===== config.mk =====
export PLATFORM = sky130hd
export DESIGN_NAME = char_lcd_framebuffer_refresh_core_flat
export DESIGN_NICKNAME = d
export VERILOG_FILES = /design/src/hw/rtl/clfr_pkg.sv /design/src/hw/rtl/clfr_cmd_if.sv /design/src/hw/rtl/clfr_disp_if.sv /design/src/hw/rtl/clfr_cell_mem.sv /design/src/hw/rtl/char_lcd_framebuffer_refresh_core.sv /design/src/flat_wrapper.sv
export SDC_FILE = /design/constraint.sdc
export NUM_CORES = 1
export LEC_CHECK = 0
export ABC_CLOCK_PERIOD_IN_PS = 3800
export BUFFER_PORTS_ARGS = -buffer_cell sky130_fd_sc_hd__buf_2
export CAP_MARGIN = 5
export CORE_AREA = 2 2 258 260
export CTS_BUF_LIST = sky130_fd_sc_hd__clkbuf_8
export CTS_CLUSTER_SIZE = 10
export DETAILED_ROUTE_END_ITERATION = 6
export DIE_AREA = 0 0 260 262
export PLACE_DENSITY = 0.66
export RECOVER_POWER = 100
export REMOVE_ABC_BUFFERS = 1
export SLEW_MARGIN = 20
export SYNTH_ARGS = -nofsm -noshare
export SYNTH_HDL_FRONTEND = slang
export SYNTH_SLANG_ARGS = --single-unit

===== constraint.sdc =====
create_clock -name clk -period 3.8 [get_ports clk]
set_input_delay 0.19 -clock clk [delete_from_list [all_inputs] [get_ports clk]]
set_output_delay 0.19 -clock clk [all_outputs]
set_load 0.005 [all_outputs]

===== src/hw/rtl/clfr_pkg.sv =====
// Shared types and constants for the character-LCD frame buffer refresh core.
package clfr_pkg;

    localparam int DEF_MAX_COLS = 20;
    localparam int DEF_MAX_ROWS = 4;

    localparam int OPCODE_W = 2;
    localparam int COLUMN_W = 6;
    localparam int ROW_W    = 4;
    localparam int CHAR_W   = 8;
    localparam int COLS_W   = 5;
    localparam int ROWS_W   = 3;
    localparam int PADDR_W  = 5;
    localparam int PDATA_W  = 32;

    localparam logic [CHAR_W-1:0] SPACE_CODE   = 8'h20;
    localparam logic [CHAR_W-1:0] HIGH_OFFSET  = 8'h80;
    localparam logic [CHAR_W-1:0] GLYPH_LIMIT  = 8'h08;
    localparam logic [CHAR_W-1:0] HIGH_LIMIT   = 8'h88;
    localparam logic [CHAR_W-1:0] DIRECT_ARG   = 8'h01;
    localparam logic [CHAR_W-1:0] ZERO_BYTE    = 8'h00;

    localparam logic [COLS_W-1:0] COLS_RESET   = 5'd20;
    localparam logic [ROWS_W-1:0] ROWS_RESET   = 3'd4;
    localparam logic [CHAR_W-1:0] CURSOR_RESET = 8'd17;
    localparam logic [CHAR_W-1:0] DIRECT_RESET = 8'd30;

    typedef enum logic [OPCODE_W-1:0] {
        OP_WRITE = 2'd0,
        OP_CLEAR = 2'd1,
        OP_FLUSH = 2'd2
    } opcode_t;

    typedef enum logic [2:0] {
        REG_COLUMNS = 3'd0,
        REG_ROWS    = 3'd1,
        REG_MODE    = 3'd2,
        REG_CURSOR  = 3'd3,
        REG_DIRECT  = 3'd4
    } reg_index_t;

    typedef enum logic [2:0] {
        ST_IDLE,
        ST_HDR0,
        ST_HDR1,
        ST_HDR2,
        ST_READ,
        ST_CELL,
        ST_ESC1,
        ST_CHAR
    } state_t;

    // Control bundle from the sequencer to the cell memory
    typedef struct packed {
        logic wr_en;
        logic rd_en;
        logic clear;
    } mem_ctrl_t;

endpackage


===== src/hw/rtl/clfr_cmd_if.sv =====
// Command channel interface: one operation per transaction.
interface clfr_cmd_if
    import clfr_pkg::*;
();
    logic                valid;
    logic                ready;
    logic [OPCODE_W-1:0] opcode;
    logic [COLUMN_W-1:0] column;
    logic [ROW_W-1:0]    row;
    logic [CHAR_W-1:0]   char_code;

    modport source (output valid, output opcode, output column, output row,
                    output char_code, input ready);
    modport sink   (input valid, input opcode, input column, input row,
                    input char_code, output ready);
endinterface


===== src/hw/rtl/clfr_disp_if.sv =====
// Display byte channel interface: one serial byte per transaction.
interface clfr_disp_if
    import clfr_pkg::*;
();
    logic              valid;
    logic              ready;
    logic [CHAR_W-1:0] out_byte;
    logic              last_byte;

    modport source (output valid, output out_byte, output last_byte, input ready);
    modport sink   (input valid, input out_byte, input last_byte, output ready);
endinterface


===== src/hw/rtl/clfr_cell_mem.sv =====
// Character cell memory with per-cell valid bits; invalid cells read as space.
module clfr_cell_mem
    import clfr_pkg::*;
#(
    parameter int DEPTH = DEF_MAX_COLS * DEF_MAX_ROWS,
    parameter int AW    = (DEPTH > 1) ? $clog2(DEPTH) : 1
) (
    input  logic              clk,
    input  logic              rst_n,
    input  mem_ctrl_t         ctrl,
    input  logic [AW-1:0]     addr,
    input  logic [CHAR_W-1:0] wdata,
    output logic [CHAR_W-1:0] rdata
);

    logic [CHAR_W-1:0] mem [DEPTH];
    logic [DEPTH-1:0]  valid_reg;
    logic [CHAR_W-1:0] rd_data_reg;
    logic              rd_valid_reg;

    always_ff @(posedge clk)
    begin
        if (ctrl.wr_en)
        begin
            mem[addr] <= wdata;
        end
        if (ctrl.rd_en)
        begin
            rd_data_reg <= mem[addr];
        end
    end

    always_ff @(posedge clk or negedge rst_n)
    begin
        if (!rst_n)
        begin
            valid_reg    <= '0;
            rd_valid_reg <= 1'b0;
        end
        else
        begin
            if (ctrl.clear)
            begin
                valid_reg <= '0;
            end
            else if (ctrl.wr_en)
            begin
                valid_reg[addr] <= 1'b1;
            end
            if (ctrl.rd_en)
            begin
                rd_valid_reg <= valid_reg[addr];
            end
        end
    end

    assign rdata = rd_valid_reg ? rd_data_reg : SPACE_CODE;

endmodule


===== src/hw/rtl/char_lcd_framebuffer_refresh_core.sv =====
// Top level: frame buffer, row refresh sequencer and configuration registers.
// Commands: write and clear emit nothing; a flush moves to ST_HDR0, which
//   registers the first header byte once the output slot is free.
// Flow: one operation at a time; a flush sends three header bytes, then per
//   cell a read through the single read port of the cell memory and 1 or 3
//   bytes; any byte waits while the display stalls.
// Reset: asynchronous, active low; registers take their defaults and all cells
//   read as space at once, no clearing pass.
module char_lcd_framebuffer_refresh_core
    import clfr_pkg::*;
#(
    parameter int MAX_COLS = DEF_MAX_COLS,
    parameter int MAX_ROWS = DEF_MAX_ROWS
) (
    input  logic               clk,
    input  logic               rst_n,
    input  logic               psel,
    input  logic               penable,
    input  logic               pwrite,
    input  logic [PADDR_W-1:0] paddr,
    input  logic [PDATA_W-1:0] pwdata,
    output logic [PDATA_W-1:0] prdata,
    output logic               pready,
    clfr_cmd_if.sink           cmd,
    clfr_disp_if.source        disp
);

    localparam int DEPTH = MAX_COLS * MAX_ROWS;
    localparam int AW    = (DEPTH > 1) ? $clog2(DEPTH) : 1;
    localparam int CW    = (MAX_COLS > 1) ? $clog2(MAX_COLS) : 1;

    // ---------------------------------------------------------------
    // Configuration registers
    // ---------------------------------------------------------------
    logic [COLS_W-1:0] columns_used_reg;
    logic [ROWS_W-1:0] rows_used_reg;
    logic              new_firmware_mode_reg;
    logic [CHAR_W-1:0] cursor_command_code_reg;
    logic [CHAR_W-1:0] direct_send_code_reg;
    logic [2:0]        reg_idx;
    logic              cfg_wr;

    assign pready  = 1'b1;
    assign reg_idx = paddr[4:2];
    assign cfg_wr  = psel && penable && pwrite && pready;

    always_ff @(posedge clk or negedge rst_n)
    begin
        if (!rst_n)
        begin
            columns_used_reg        <= COLS_RESET;
            rows_used_reg           <= ROWS_RESET;
            new_firmware_mode_reg   <= 1'b0;
            cursor_command_code_reg <= CURSOR_RESET;
            direct_send_code_reg    <= DIRECT_RESET;
        end
        else if (cfg_wr)
        begin
            case (reg_idx)
                REG_COLUMNS: columns_used_reg        <= pwdata[COLS_W-1:0];
                REG_ROWS:    rows_used_reg           <= pwdata[ROWS_W-1:0];
                REG_MODE:    new_firmware_mode_reg   <= pwdata[0];
                REG_CURSOR:  cursor_command_code_reg <= pwdata[CHAR_W-1:0];
                REG_DIRECT:  direct_send_code_reg    <= pwdata[CHAR_W-1:0];
                default:     ;
            endcase
        end
    end

    always_comb
    begin
        case (reg_idx)
            REG_COLUMNS: prdata = PDATA_W'(columns_used_reg);
            REG_ROWS:    prdata = PDATA_W'(rows_used_reg);
            REG_MODE:    prdata = PDATA_W'(new_firmware_mode_reg);
            REG_CURSOR:  prdata = PDATA_W'(cursor_command_code_reg);
            REG_DIRECT:  prdata = PDATA_W'(direct_send_code_reg);
            default:     prdata = '0;
        endcase
    end

    // ---------------------------------------------------------------
    // Effective display size: clamp the size registers to 1..MAX
    // ---------------------------------------------------------------
    logic [COLS_W-1:0] eff_w;
    logic [ROW_W-1:0]  eff_h;

    always_comb
    begin
        if (columns_used_reg == '0)
            eff_w = COLS_W'(1);
        else if (columns_used_reg > COLS_W'(MAX_COLS))
            eff_w = COLS_W'(MAX_COLS);
        else
            eff_w = columns_used_reg;

        if (rows_used_reg == '0)
            eff_h = ROW_W'(1);
        else if (ROW_W'(rows_used_reg) > ROW_W'(MAX_ROWS))
            eff_h = ROW_W'(MAX_ROWS);
        else
            eff_h = ROW_W'(rows_used_reg);
    end

    // ---------------------------------------------------------------
    // Cell encoding for the serial link
    // ---------------------------------------------------------------
    // Returns {esc, data byte}; esc flags the direct-send prefix
    function automatic logic [CHAR_W:0] encode_cell(input logic [CHAR_W-1:0] c,
                                                    input logic mode);
        logic [CHAR_W-1:0] b;
        logic              esc;
        b   = c;
        esc = 1'b0;
        if (mode)
        begin
            if (c < GLYPH_LIMIT)
                b = c + HIGH_OFFSET;
            else if (c < SPACE_CODE || (c >= HIGH_OFFSET && c < HIGH_LIMIT))
                esc = 1'b1;
        end
        else if (c < SPACE_CODE)
        begin
            b = c + HIGH_OFFSET;
        end
        return {esc, b};
    endfunction

    // ---------------------------------------------------------------
    // Sequencer
    // ---------------------------------------------------------------
    state_t            state_reg, state_next;
    logic [CW-1:0]     col_reg, col_next;
    logic [AW-1:0]     base_reg, base_next;
    logic [ROW_W-1:0]  rowm1_reg, rowm1_next;
    logic              out_valid_reg, out_valid_next;
    logic [CHAR_W-1:0] out_byte_reg, out_byte_next;
    logic              out_last_reg, out_last_next;

    mem_ctrl_t         mem_ctrl;
    logic [AW-1:0]     mem_addr;
    logic [CHAR_W-1:0] mem_rdata;

    logic              slot_free;
    logic              cmd_acc;
    logic              wr_in_bounds;
    logic              row_ok;
    logic              last_cell;
    logic [CHAR_W:0]   enc;

    assign slot_free = !out_valid_reg || disp.ready;
    assign cmd_acc   = cmd.valid && cmd.ready;
    assign row_ok    = (cmd.row != '0) && (cmd.row <= eff_h);
    assign wr_in_bounds = (cmd.column != '0) && (cmd.column <= COLUMN_W'(eff_w)) && row_ok;
    assign last_cell = (COLS_W'(col_reg) == eff_w - COLS_W'(1));
    assign enc       = encode_cell(mem_rdata, new_firmware_mode_reg);

    always_ff @(posedge clk or negedge rst_n)
    begin
        if (!rst_n)
        begin
            state_reg     <= ST_IDLE;
            out_valid_reg <= 1'b0;
        end
        else
        begin
            state_reg     <= state_next;
            out_valid_reg <= out_valid_next;
        end
    end

    always_ff @(posedge clk)
    begin
        col_reg      <= col_next;
        base_reg     <= base_next;
        rowm1_reg    <= rowm1_next;
        out_byte_reg <= out_byte_next;
        out_last_reg <= out_last_next;
    end

    always_comb
    begin
        state_next     = state_reg;
        col_next       = col_reg;
        base_next      = base_reg;
        rowm1_next     = rowm1_reg;
        out_valid_next = out_valid_reg && !disp.ready;
        out_byte_next  = out_byte_reg;
        out_last_next  = out_last_reg;
        mem_ctrl       = '0;
        mem_addr       = AW'(base_reg + AW'(col_reg));
        cmd.ready      = 1'b0;

        case (state_reg)
            ST_IDLE:
            begin
                cmd.ready = 1'b1;
                if (cmd_acc)
                begin
                    case (cmd.opcode)
                        OP_WRITE:
                        begin
                            // Drop writes outside the effective display
                            mem_ctrl.wr_en = wr_in_bounds;
                            mem_addr = AW'(32'(cmd.row - ROW_W'(1)) * MAX_COLS
                                           + 32'(cmd.column - COLUMN_W'(1)));
                        end
                        OP_CLEAR:
                        begin
                            mem_ctrl.clear = 1'b1;
                        end
                        OP_FLUSH:
                        begin
                            if (row_ok)
                            begin
                                rowm1_next = cmd.row - ROW_W'(1);
                                base_next  = AW'(32'(cmd.row - ROW_W'(1)) * MAX_COLS);
                                col_next   = '0;
                                state_next = ST_HDR0;
                            end
                        end
                        default: ;
                    endcase
                end
            end
            ST_HDR0:
            begin
                if (slot_free)
                begin
                    out_valid_next = 1'b1;
                    out_byte_next  = cursor_command_code_reg;
                    out_last_next  = 1'b0;
                    state_next     = ST_HDR1;
                end
            end
            ST_HDR1:
            begin
                if (slot_free)
                begin
                    out_valid_next = 1'b1;
                    out_byte_next  = ZERO_BYTE;
                    out_last_next  = 1'b0;
                    state_next     = ST_HDR2;
                end
            end
            ST_HDR2:
            begin
                if (slot_free)
                begin
                    out_valid_next = 1'b1;
                    out_byte_next  = CHAR_W'(rowm1_reg);
                    out_last_next  = 1'b0;
                    state_next     = ST_READ;
                end
            end
            ST_READ:
            begin
                // Fetch the current cell; data is ready next cycle and holds
                mem_ctrl.rd_en = 1'b1;
                state_next     = ST_CELL;
            end
            ST_CELL:
            begin
                if (slot_free)
                begin
                    out_valid_next = 1'b1;
                    if (enc[CHAR_W])
                    begin
                        out_byte_next = direct_send_code_reg;
                        out_last_next = 1'b0;
                        state_next    = ST_ESC1;
                    end
                    else
                    begin
                        out_byte_next = enc[CHAR_W-1:0];
                        out_last_next = last_cell;
                        col_next      = col_reg + CW'(1);
                        state_next    = last_cell ? ST_IDLE : ST_READ;
                    end
                end
            end
            ST_ESC1:
            begin
                if (slot_free)
                begin
                    out_valid_next = 1'b1;
                    out_byte_next  = DIRECT_ARG;
                    out_last_next  = 1'b0;
                    state_next     = ST_CHAR;
                end
            end
            ST_CHAR:
            begin
                if (slot_free)
                begin
                    out_valid_next = 1'b1;
                    out_byte_next  = enc[CHAR_W-1:0];
                    out_last_next  = last_cell;
                    col_next       = col_reg + CW'(1);
                    state_next     = last_cell ? ST_IDLE : ST_READ;
                end
            end
            default:
            begin
                state_next = ST_IDLE;
            end
        endcase
    end

    assign disp.valid     = out_valid_reg;
    assign disp.out_byte  = out_byte_reg;
    assign disp.last_byte = out_last_reg;

    clfr_cell_mem #(
        .DEPTH (DEPTH),
        .AW    (AW)
    ) u_cell_mem (
        .clk   (clk),
        .rst_n (rst_n),
        .ctrl  (mem_ctrl),
        .addr  (mem_addr),
        .wdata (cmd.char_code),
        .rdata (mem_rdata)
    );

endmodule


===== src/flat_wrapper.sv =====
// flat-port wrapper written by rule: the top's interface ports become plain ports
module char_lcd_framebuffer_refresh_core_flat import clfr_pkg::*;
#(
    parameter int MAX_COLS = DEF_MAX_COLS,
    parameter int MAX_ROWS = DEF_MAX_ROWS
)
  (clk, rst_n, psel, penable, pwrite, paddr, pwdata, prdata, pready, cmd_valid, cmd_opcode, cmd_column, cmd_row, cmd_char_code, cmd_ready, disp_valid, disp_out_byte, disp_last_byte, disp_ready);
  clfr_cmd_if cmd_i ();
  clfr_disp_if disp_i ();
  input  logic clk;
  input  logic rst_n;
  input  logic psel;
  input  logic penable;
  input  logic pwrite;
  input  logic [PADDR_W-1:0] paddr;
  input  logic [PDATA_W-1:0] pwdata;
  output logic [PDATA_W-1:0] prdata;
  output logic pready;
  input wire logic [$bits(cmd_i.valid)-1:0] cmd_valid;
  input wire logic [$bits(cmd_i.opcode)-1:0] cmd_opcode;
  input wire logic [$bits(cmd_i.column)-1:0] cmd_column;
  input wire logic [$bits(cmd_i.row)-1:0] cmd_row;
  input wire logic [$bits(cmd_i.char_code)-1:0] cmd_char_code;
  output wire logic [$bits(cmd_i.ready)-1:0] cmd_ready;
  output wire logic [$bits(disp_i.valid)-1:0] disp_valid;
  output wire logic [$bits(disp_i.out_byte)-1:0] disp_out_byte;
  output wire logic [$bits(disp_i.last_byte)-1:0] disp_last_byte;
  input wire logic [$bits(disp_i.ready)-1:0] disp_ready;
  assign cmd_i.valid = cmd_valid;
  assign cmd_i.opcode = cmd_opcode;
  assign cmd_i.column = cmd_column;
  assign cmd_i.row = cmd_row;
  assign cmd_i.char_code = cmd_char_code;
  assign cmd_ready = cmd_i.ready;
  assign disp_valid = disp_i.valid;
  assign disp_out_byte = disp_i.out_byte;
  assign disp_last_byte = disp_i.last_byte;
  assign disp_i.ready = disp_ready;
  char_lcd_framebuffer_refresh_core #(.MAX_COLS(MAX_COLS), .MAX_ROWS(MAX_ROWS)) u_core (.clk(clk), .rst_n(rst_n), .psel(psel), .penable(penable), .pwrite(pwrite), .paddr(paddr), .pwdata(pwdata), .prdata(prdata), .pready(pready), .cmd(cmd_i), .disp(disp_i));
endmodule

After elaboration in Yosys (flattened, before gate mapping)
Memory sizes are Yosys's and may differ from the RTL's. A register that Yosys moved wholly into a read port is not among the register bits.
Index checks and enable logic that the tools add are counted.
Word-level totals
  bits in writable memories: 640
  memories kept: 1
  word-level logic and storage cells: 161
  output and inout port bits: 44
  bits in registers: 133
Cells by class
  equal/unequal tests: 25
  $mul: 1
  bitwise logic cells: 1
  muxes and demuxes: 65
  reduce and logical (&&, ||, !) cells: 36
  $lt $le $gt $ge: 10
  add/subtract/negate cells: 8
Memories
  u_core.u_cell_mem.mem: depth 80, width 8, read ports 1, clocked after Yosys merged registers in 1, wr ports 1, line clfr_cell_mem.sv:16  | logic [CHAR_W-1:0] mem [DEPTH];
Operators with widths (count)
  $mux 80: 2
  $mux 8: 11
  $or 80x80->80: 1
  $pmux 8 s6: 1
  $mux 5: 8
  $pmux 8 s5: 1
  $mux 3: 12
  $mul 32x3->5 const B: 1
  $pmux 3 s8: 1
  $mux 1: 21
  $mux 7: 3
  $ne 2x1->1 const B: 9
  $eq 3x3->1 const B: 5
  $pmux 5 s3: 1
  $reduce_and 7->1: 2
  $eq 3x2->1 const B: 4
  $reduce_bool 6->1: 2
  $reduce_and 2->1: 5
  $logic_and 1x1->1: 9
  $logic_not 3->1: 3
  $reduce_and 9->1: 1
  $add 8x8->8 const B: 1
  $ge 8x8->1 const B: 1
  $lt 7x8->1 const B: 1
  other kinds (34): 40

Longest topological paths before layout
Gate-level depths: netlist of run 1.
  word-level depth: 13
  gate-level depth with buffers: 17

Hierarchy
From an unflattened synthesis of run 1, not the netlist that was laid out.
Second synthesis, totals
  cell total of the unflattened synthesis: 2147
  area total of the unflattened synthesis: 32588.8 um^2
By module, submodules not included
  clfr_cell_mem: cells each 1774, area an instance 28961.5 um^2, times used 1
  char_lcd_framebuffer_refresh_core: cells each 373, area an instance 3627.2 um^2, times used 1

Least setup slack after synthesis of run 1
Ideal clock, no wire load.
  path kind: input to register
  start: input port cmd_row[0]
  end: memory u_core.u_cell_mem.mem[34][0] (enable)
  path buffers: 1
  data arrival time: 3.388 ns
  data required time: 3.426 ns
  path slack: 0.038 ns
  stages on the path: 15
  cells stage by stage: inv_1 > ha_1 > inv_1 > ha_1 > ha_1 > inv_1 > ha_1 > inv_1 > ha_1 > a21oi_1 > xnor3_1 > a21oi_1 > clkbuf_1 > nand3b_1 > nor2_1
Between the ends
  cells in the longest elaborated chain, start to end: 8
  elaborated cells between the ends (all ways): 15
RTL lines
  from (decl): line flat_wrapper.sv:22  | input wire logic [$bits(cmd_i.row)-1:0] cmd_row;
  branches (longest 8 deep; another with $mul 32x3->5)
  to (decl): line clfr_cell_mem.sv:16
Parallel ways; which one is timed is not known.

Worst setup path in the final report of run 1
  start: register u_core.state_reg[0]
  end: register u_core.u_cell_mem.rd_data_reg[5] (read register of u_core.u_cell_mem.mem) (data pin)
Between the ends
  cells in the longest elaborated chain, start to end: 5
  elaborated cells between the ends (all ways): 7
RTL lines
  from (decl): line char_lcd_framebuffer_refresh_core.sv:132  | state_t state_reg, state_next;
  from (signal assigned): line char_lcd_framebuffer_refresh_core.sv:167  | state_reg <= state_next;
  $logic_not 3->1: line char_lcd_framebuffer_refresh_core.sv:194  | case (state_reg)
  $mux 1: line char_lcd_framebuffer_refresh_core.sv:194
  $logic_and 1x1->1: line char_lcd_framebuffer_refresh_core.sv:152  | assign cmd_acc = cmd.valid && cmd.ready;
  $mux 7: line char_lcd_framebuffer_refresh_core.sv:198  | if (cmd_acc)
  $mux 7: line char_lcd_framebuffer_refresh_core.sv:194
  to (decl): line clfr_cell_mem.sv:18  | logic [CHAR_W-1:0] rd_data_reg;
Parallel ways exist; a longest one is shown, timed or not.
A chain may end at the register's enable or synchronous reset.

==> impl_results.md, run 1 <==
* Outcome: complete, but fails checks
* Failing checks: max-capacitance violations, max-slew violations
* Worst Reg-to-Reg Cells at 11
* Worst setup margin at 0.145 ns
* Total power at approximately 26 mW
* Drt first pass iters at 5
* Post-synth ARST share at 0.141
* Largest family of logic cells by synthesized area: compound AO/OA/AOI/OAI gates
* Max incr delay on CP at approximately 0.50 ns
* Gr usage total at 0.253
* Cell Chain, Critical Path: or3_1, inv_2, a21boi_2, nor2_4, buf_4, buf_4, mux2i_1, o22ai_1, or4_1, a31oi_1, nor4_1
* Register share of total power at 0.385
* Vias per cell at about 6
* Pwr dens at 670 nW/um^2
* CORE AREA at 65,300 um^2
* Port Buffers at 56
* Post-synthesis sequential area ratio at 0.703
* Top cell by count, worst path: buf_4
* Switching Fraction at 0.347
* Die width at 260 um
* Startpoint types: flip-flop
* CP startpoint: u_core.state_reg[0]$_DFFE_PN0P_
* CTS tree: done
* Cell family with most CP delay: simple AND/OR/NAND/NOR gates
* Ys flop type: edfxtp_1
* Starting Density at 0.498
* Post-synthesis compound-gate area fraction at 0.0990
* First-pass GRT wire length at 128,000 um
* Final setup vio count at 0
* Stages on worst setup path at 11
* Post-synth EDFFs at 669
* YS warnings at 0
* Count of final max-slew check failures at 573
* R2R Setup Slk at about 0.14 ns
* Post-layout instance area at 38,200 um^2
* Setup CP Type: flip-flop to flip-flop
* Max VDD drop at 0.000398 V
* H-tree Lvls at 4
* Clk pwr share at 0.278
* RSZ-0062 raised after global routing: no
* Placed cell count at approximately 3.3k
* Post-route minimum period at 3.66 ns
* Filler Cell Count at 5,171
* Arr. time, crit path at 4.19 ns
* Nets at 2,704
* Antenna-violating nets left at 0
* Multiplexer area fraction after synthesis at 0.0819
* Number of global-route vias before repair at 21.5k
* Initial antenna violation count at 1
* Grt ovf at 0
* Die area at 68,100 um^2
* Max_cap viols at 11
* Post-Synth Simple-Gate Area at 0.0714
* CTS Buf Count at 132
* Kind of end point of the critical path: flip-flop
* CTS Sinks at 779
* Post-DP Area at 35,500 um^2
* Post-Synth XOR/XNOR Area at 0.00608
* Post-Route WL at around 85,000 um
* Final Non-Filler Cells at between 3k and 4k
* Final hold violation count at 0
* RD Place Congestion at 0.885
* HPWL after detailed placement at 52,600 um
* Via count at 20.9k
* Footprint of the multi-input gates at between 8000 and 9000 um^2
* Clock-pin slew on the worst setup and hold paths at 0.06 ns
* Synthesis-stage register bit count at between 700 and 800
* Root Driver: clkbuf_8
* RR Endpoint: u_core.u_cell_mem.rd_data_reg[5]$_DFFE_PP_
* Max stage delay cell, worst path: buf_4
* Worst slack, placed at -0.285 ns
* Yosys cell types at 72
* Layout cells sized above 1 at 0.198
* Cell Rows at 94
* Max reg flops at 640
* Storage cell area at between 20,000 and 25,000 um^2
* Power share of the combinational group at 0.338
* Max FO, Critical Path at 33
* IO Pins at between 100 and 150
* Sw Pwr at 8.90 mW
* Slew headroom at -0.794
* Synthesized area per cell at 14.4 um^2
* Drc violations at 0
* Internal Power at 16.7 mW
* Pin count of the biggest net entering global routing at 81
* Adder-cell area share of the yosys netlist at 0.0120
* Reg2reg start: u_core.state_reg[0]$_DFFE_PN0P_
* Synthesized cell area at ~33,000 um^2
* Hold crit path type: primary input to flip-flop
* Critical Path End: u_core.u_cell_mem.rd_data_reg[5]$_DFFE_PP_
* Area Growth Syn to Fin at 17.6%
* Period utilization at 0.962
* Clock Tree Buf Depth at 3
* Die Y-Extent at 262 um
* Fin util at 0.586
* Worst Path Required at around 4.3 ns
* Max Clk Rate at 274 MHz
* Syn Inst Count at 2,254
* Leakage dissipation at 14.3 nW
* Clock Latency Late Sink at 0.79 ns
* Setup Skew at 0.0361 ns
* Iteration-0 DRC Markers at 2,135
* Wirelength per Cell at approximately 24 um
* Crit path buf inv count at 3
* Worst-Margin Slew at 2.69 ns
[layer usage]
layer	share of wire	wire length (um)	vias to the layer above	global-route usage
li1	-	-	9398	-
met1	0.42	35600	10500	0.335
met2	0.48	41300	841	0.417
met3	0.067	5710	165	0.0471
met4	0.032	2710	0	0.0996
met5	0	0	-	0
[worst reg2reg max path: stages (launching register included)]
cell and delay [ns]:
dfrtp_1 0.37, or3_1 0.47, inv_2 0.12, a21boi_2 0.10, nor2_4 0.20, buf_4 0.23, buf_4 0.51, mux2i_1 0.33
o22ai_1 0.14, or4_1 0.49, a31oi_1 0.37, nor4_1 0.08
[layout make-up]
type,instances,share of cell area
diodes,3,0.000196
clock buffers,150,0.0540
clock inverters,93,0.0130
inverters,32,0.00314
multi-input cells,1314,0.235
flip-flops and latches,779,0.598
well taps,864,0.0283
repair buffers,351,0.0684
[metrics by stage]
step	hold WS (ns)	TNS, ns
after CTS	0.0201	0
after global routing	0.0838	0
final	0.0815	0
after floorplan	-0.106	-2006.47
after detailed placement	0.336	-44.29
after global placement	0.321	-34.07
[placed cells by master (no fill, tap or decap), drive strengths merged, types with 9 or more instances in the layout]
cell type	Yosys	final
clkbuf	81	249
nor4	14	14
a222oi	9	9
a22oi	13	13
nor2	120	120
conb	2	25
ha	28	28
inv	32	86
dfrtp	101	101
and3	13	13
or4	50	50
nand2	181	181
dfstp	9	9
clkinv	0	34
o21ai	82	82
a21oi	144	144
edfxtp	669	669
mux2i	186	186
mux2	69	69
a311oi	10	10
a221oi	34	34
nand3	39	39
nand3b	11	11
xor2	10	10
xnor2	10	10
a31oi	11	11
nand4	11	11
dlygate4sd3	0	36
o22ai	73	73
a2111oi	10	10
buf	71	215
o21a	86	86
[synth_stat cells, types with 30 or more instances]
master	instances	area share
dfrtp_1	101	0.078
nand3_1	39	0.0060
edfxtp_1	669	0.62
a221oi_1	34	0.0092
or4_1	50	0.012
nand2_1	181	0.021
o21ai_0	71	0.011
inv_1	31	0.0036
o21a_1	86	0.020
mux2i_1	186	0.057
clkbuf_1	81	0.0094
mux2_2	52	0.018
buf_4	30	0.0069
o22ai_1	73	0.014
nor2_1	118	0.014
a21oi_1	144	0.022
buf_2	35	0.0054
[worst min path at each step]
stage / startpoint / endpoint / slack (ns) / cells past startpoint
finish: pwrite / u_core.columns_used_reg[1]$_DFFE_PN0P_ / 0.08 / 4
global route: pwrite / u_core.columns_used_reg[1]$_DFFE_PN0P_ / 0.08 / 4
CTS: rst_n / u_core.disp.valid$_DFF_PN0_ / 0.02 / 2
detailed placement: rst_n / u_core.cursor_command_code_reg[2]$_DFFE_PN0P_ / 0.34 / 1
global placement: rst_n / u_core.cursor_command_code_reg[2]$_DFFE_PN0P_ / 0.32 / 1
floorplan: rst_n / u_core.columns_used_reg[0]$_DFFE_PN0P_ / -0.11 / 0
[cells by family (layout without fill, tap and decap cells)]
kind of cell | Yosys count | in the layout
other | 2 | 28
buffers and inverters | 184 | 626
flip-flops | 779 | 779
AO/OA/AOI/OAI | 502 | 502
multiplexers | 256 | 256
adder cells (fa/ha/maj) | 30 | 30
AND/OR/NAND/NOR | 480 | 480
XOR/XNOR | 21 | 21
[power by group through the flow]
stage / sequential [mW] / clock, mW / combinational (mW)
CTS: 9.83 / 7.24 / 8.58
finish: 9.85 / 7.12 / 8.65
floorplan: 9.93 / 0 / 4.85
global route: 9.85 / 7.64 / 9.16
global placement: 9.99 / 0 / 8.37
detailed placement: 10.0 / 0 / 8.44
[repair_timing]
| action | in CTS | in global routing |
|---|---|---|
| setup endpoints to repair | 7 | 214 |
| gates cloned | 1 | 0 |
| hold buffers | 35 | 1 |
| gates resized for setup | 3 | 9 |
| endpoints found under the hold margin | 224 | 43 |
| setup buffers | 0 | 4 |
| pin swaps | 0 | 1 |
Note: power is estimated with default switching activity, not from simulation.
==> run 2: changes to the inputs <==
Settings changed: REMOVE_ABC_BUFFERS 1 to not set.
==> run 2 against run 1 <==
  * The run still ends with max-capacitance violations, max-slew violations left
  * Clock skew down 0.0093 ns
  * Core utilization down 0.82 points
  * Count of clock-buffer cells in the layout is 2 lower
  * Non-clock buffer count is 58 lower
  * Sequential share of layout area grew 0.85 points
  * Flip-flop and latch count stayed put
  * Largest power group unchanged
==> impl_results.md, run 2 (synthesis results as in run 1) <==
* Startpoint types: flip-flop
* CTS Sinks at 779 (unchanged)
* Pin count of the biggest net entering global routing at 81 (unchanged)
* Max Clk Rate at 270 MHz (-1.4%)
* CTS tree: done
* Final hold violation count at 0 (unchanged)
* Grt ovf at 0 (unchanged)
* Iteration-0 DRC Markers at 2,513 (+18%)
* HPWL after detailed placement at 52,700 um (about the same)
* CP startpoint: u_core.state_reg[0]$_DFFE_PN0P_
* Area Growth Syn to Fin at 15.9%
* Outcome: complete, but fails checks
* Drc violations at 0 (unchanged)
* Via count at 20.9k (-0.033%)
* Clock Tree Buf Depth at 3 (unchanged)
* Clock-pin slew on the worst setup and hold paths at 0.06 ns (about the same)
* Hold crit path type: primary input to flip-flop
* Layout cells sized above 1 at 0.183 (-0.0149)
* Placed cell count at 3,249 (-1.5%)
* Pwr dens at 669 nW/um^2 (-0.22%)
* Kind of end point of the critical path: flip-flop
* Period utilization at 0.976 (+0.0136)
* Setup Skew at 0.0268 ns (-0.00930 ns)
* Post-CTS Setup Repair Bufs at 0 (unchanged)
* Leakage dissipation at 13.9 nW (-2.4%)
* RD Place Congestion at 0.900 (+1.7%)
* Reg2reg start: u_core.state_reg[0]$_DFFE_PN0P_
* Routed wl met3 at 6630 um (+16%)
* Most frequent cells in the layout: edfxtp_1, mux2i_1, nand2_1
* Starting Density at 0.498 (unchanged)
* RSZ-0062 raised after global routing: yes
* Max reg flops at 640 (unchanged)
* Die Y-Extent at 262 um (unchanged)
* Worst-Margin Slew at 2.88 ns (+0.186 ns)
* Max FO, Critical Path at 30 (-9.1%)
* Failing checks: max-capacitance violations, max-slew violations
* Clock Latency Late Sink at 0.78 ns (about the same)
* Worst Path Required at 4.32 ns (-0.02 ns)
* Worst slack, placed at -0.298 ns (-0.0132 ns)
* Die area at 68,100 um^2 (unchanged)
* Post-Route WL at 84,600 um (-0.90%)
* Number of global-route vias before repair at 20.6k (-4.1%)
* Nets at 2,648 (-2.1%)
* Max VDD drop at 0.000440 V (+10%)
* Setup CP Type: flip-flop to flip-flop
* Port Buffers at 56 (unchanged)
* IO Pins at 108 (unchanged)
* Commonest non-fill, non-tap cell in the layout: edfxtp_1
* Filler Cell Count at 5,157 (-0.27%)
* HP Start: cmd_row[1]
* R2R Setup Slk at 0.09 ns (-0.05 ns)
* Die width at 260 um (unchanged)
* Met1 WL at 34,800 um (-2.2%)
* CORE AREA at 65,300 um^2 (unchanged)
* Drt first pass iters at 5 (unchanged)
* Arr. time, crit path at 4.22 ns (+0.03 ns)
* Wire length on met2 at 40,200 um (-2.8%)
* Root Driver: clkbuf_8
* Final setup vio count at 0 (unchanged)
* H-tree Lvls at 4 (unchanged)
* Post-route minimum period at 3.71 ns (+0.0516 ns)
* Gr usage total at 0.252 (-0.00117)
* Total power at 25.2 mW (-1.6%)
* Initial antenna violation count at 2 (+1)
* Highest routed layer: met4
* Cell Rows at 94 (unchanged)
* Setup TNS at 0 ns (unchanged)
* Max_cap viols at 11 (unchanged)
* Vias per cell at 5.94 (+1.7%)
* CTS Buf Count at 134 (+1.5%)
* Worst setup margin at 0.0931 ns (-0.0516 ns)
* Count of final max-slew check failures at 461 (-20%)
* Wirelength per Cell at 24.0 um (+0.78%)
* Slew headroom at -0.918 (-0.124)
* Final Non-Filler Cells at 3,526 (-1.7%)
* Antenna-violating nets left at 0 (unchanged)
* First-pass GRT wire length at 127,000 um (-0.72%)
run 2: worst max-delay path, cell delays in order, from the launching register on:
cell	delay (ns)
dfrtp_1	0.37
or3_1	0.43
inv_2	0.17
a21boi_2	0.10
nor2_4	0.30
buf_12	0.28
mux2_1	0.34
a2111oi_0	0.81
buf_4	0.23
a22oi_1	0.11
a31oi_2	0.21
nor4_1	0.07
run 2: layout make-up:
type	count	area, um^2	area share
sequential	779	22900	0.606
multi-input combinational	1314	9010	0.239
timing repair buffer	293	2150	0.0572
clock buffer	148	2040	0.0540
tap	864	1080	0.0287
clock inverter	95	428	0.0114
inverter	32	120	0.00319
antenna	1	2.50	0.0000664
run 2: what timing repair did:
action | 4_1_cts | 5_1_grt
setup endpoints to repair | 0 | 9
resized for setup | 0 | 10
hold endpoints to repair | 186 | 0
hold buffers | 33 | 0
run 2: metal layers:
metal	up-vias	global-route usage
met2	925	0.399
li1	9291	-
met4	0	0.117
met5	-	0
met3	163	0.0435
met1	10600	0.342
run 2: worst paths after layout:
| kind | end | depth (start not counted) |
|---|---|---|
| setup / recovery | u_core.u_cell_mem.rd_data_reg[2]$_DFFE_PP_ | 11 |
| hold / removal | u_core.rowm1_reg[1]$_DFFE_PP_ | 5 |
| setup reg to reg | u_core.u_cell_mem.rd_data_reg[2]$_DFFE_PP_ | 11 |
| hold reg to reg | u_core.u_cell_mem.valid_reg[17]$_DFFE_PN0P_ | 1 |
| max in group asynchronous | u_core.u_cell_mem.valid_reg[41]$_DFFE_PN0P_ | 4 |
| min in group asynchronous | u_core.u_cell_mem.valid_reg[44]$_DFFE_PN0P_ | 3 |
run 2: report_power, final:
part           switching [mW]  internal [mW]  leakage (nW)  total [mW]
logic                    5.24           3.16          4.98        8.40
registers               0.252           9.63          7.50        9.88
clock network            3.33           3.59          1.45        6.92
run 2: through the flow:
stage                     hold slack [ns]  cell area, um^2  utilization
after global routing                0.111            37700        0.577
final                              0.0987            37700        0.577
after floorplan                    -0.106            32600            -
after detailed placement            0.285            35100        0.538
after CTS                          0.0127            37900        0.581
after global placement              0.272            35100        0.538
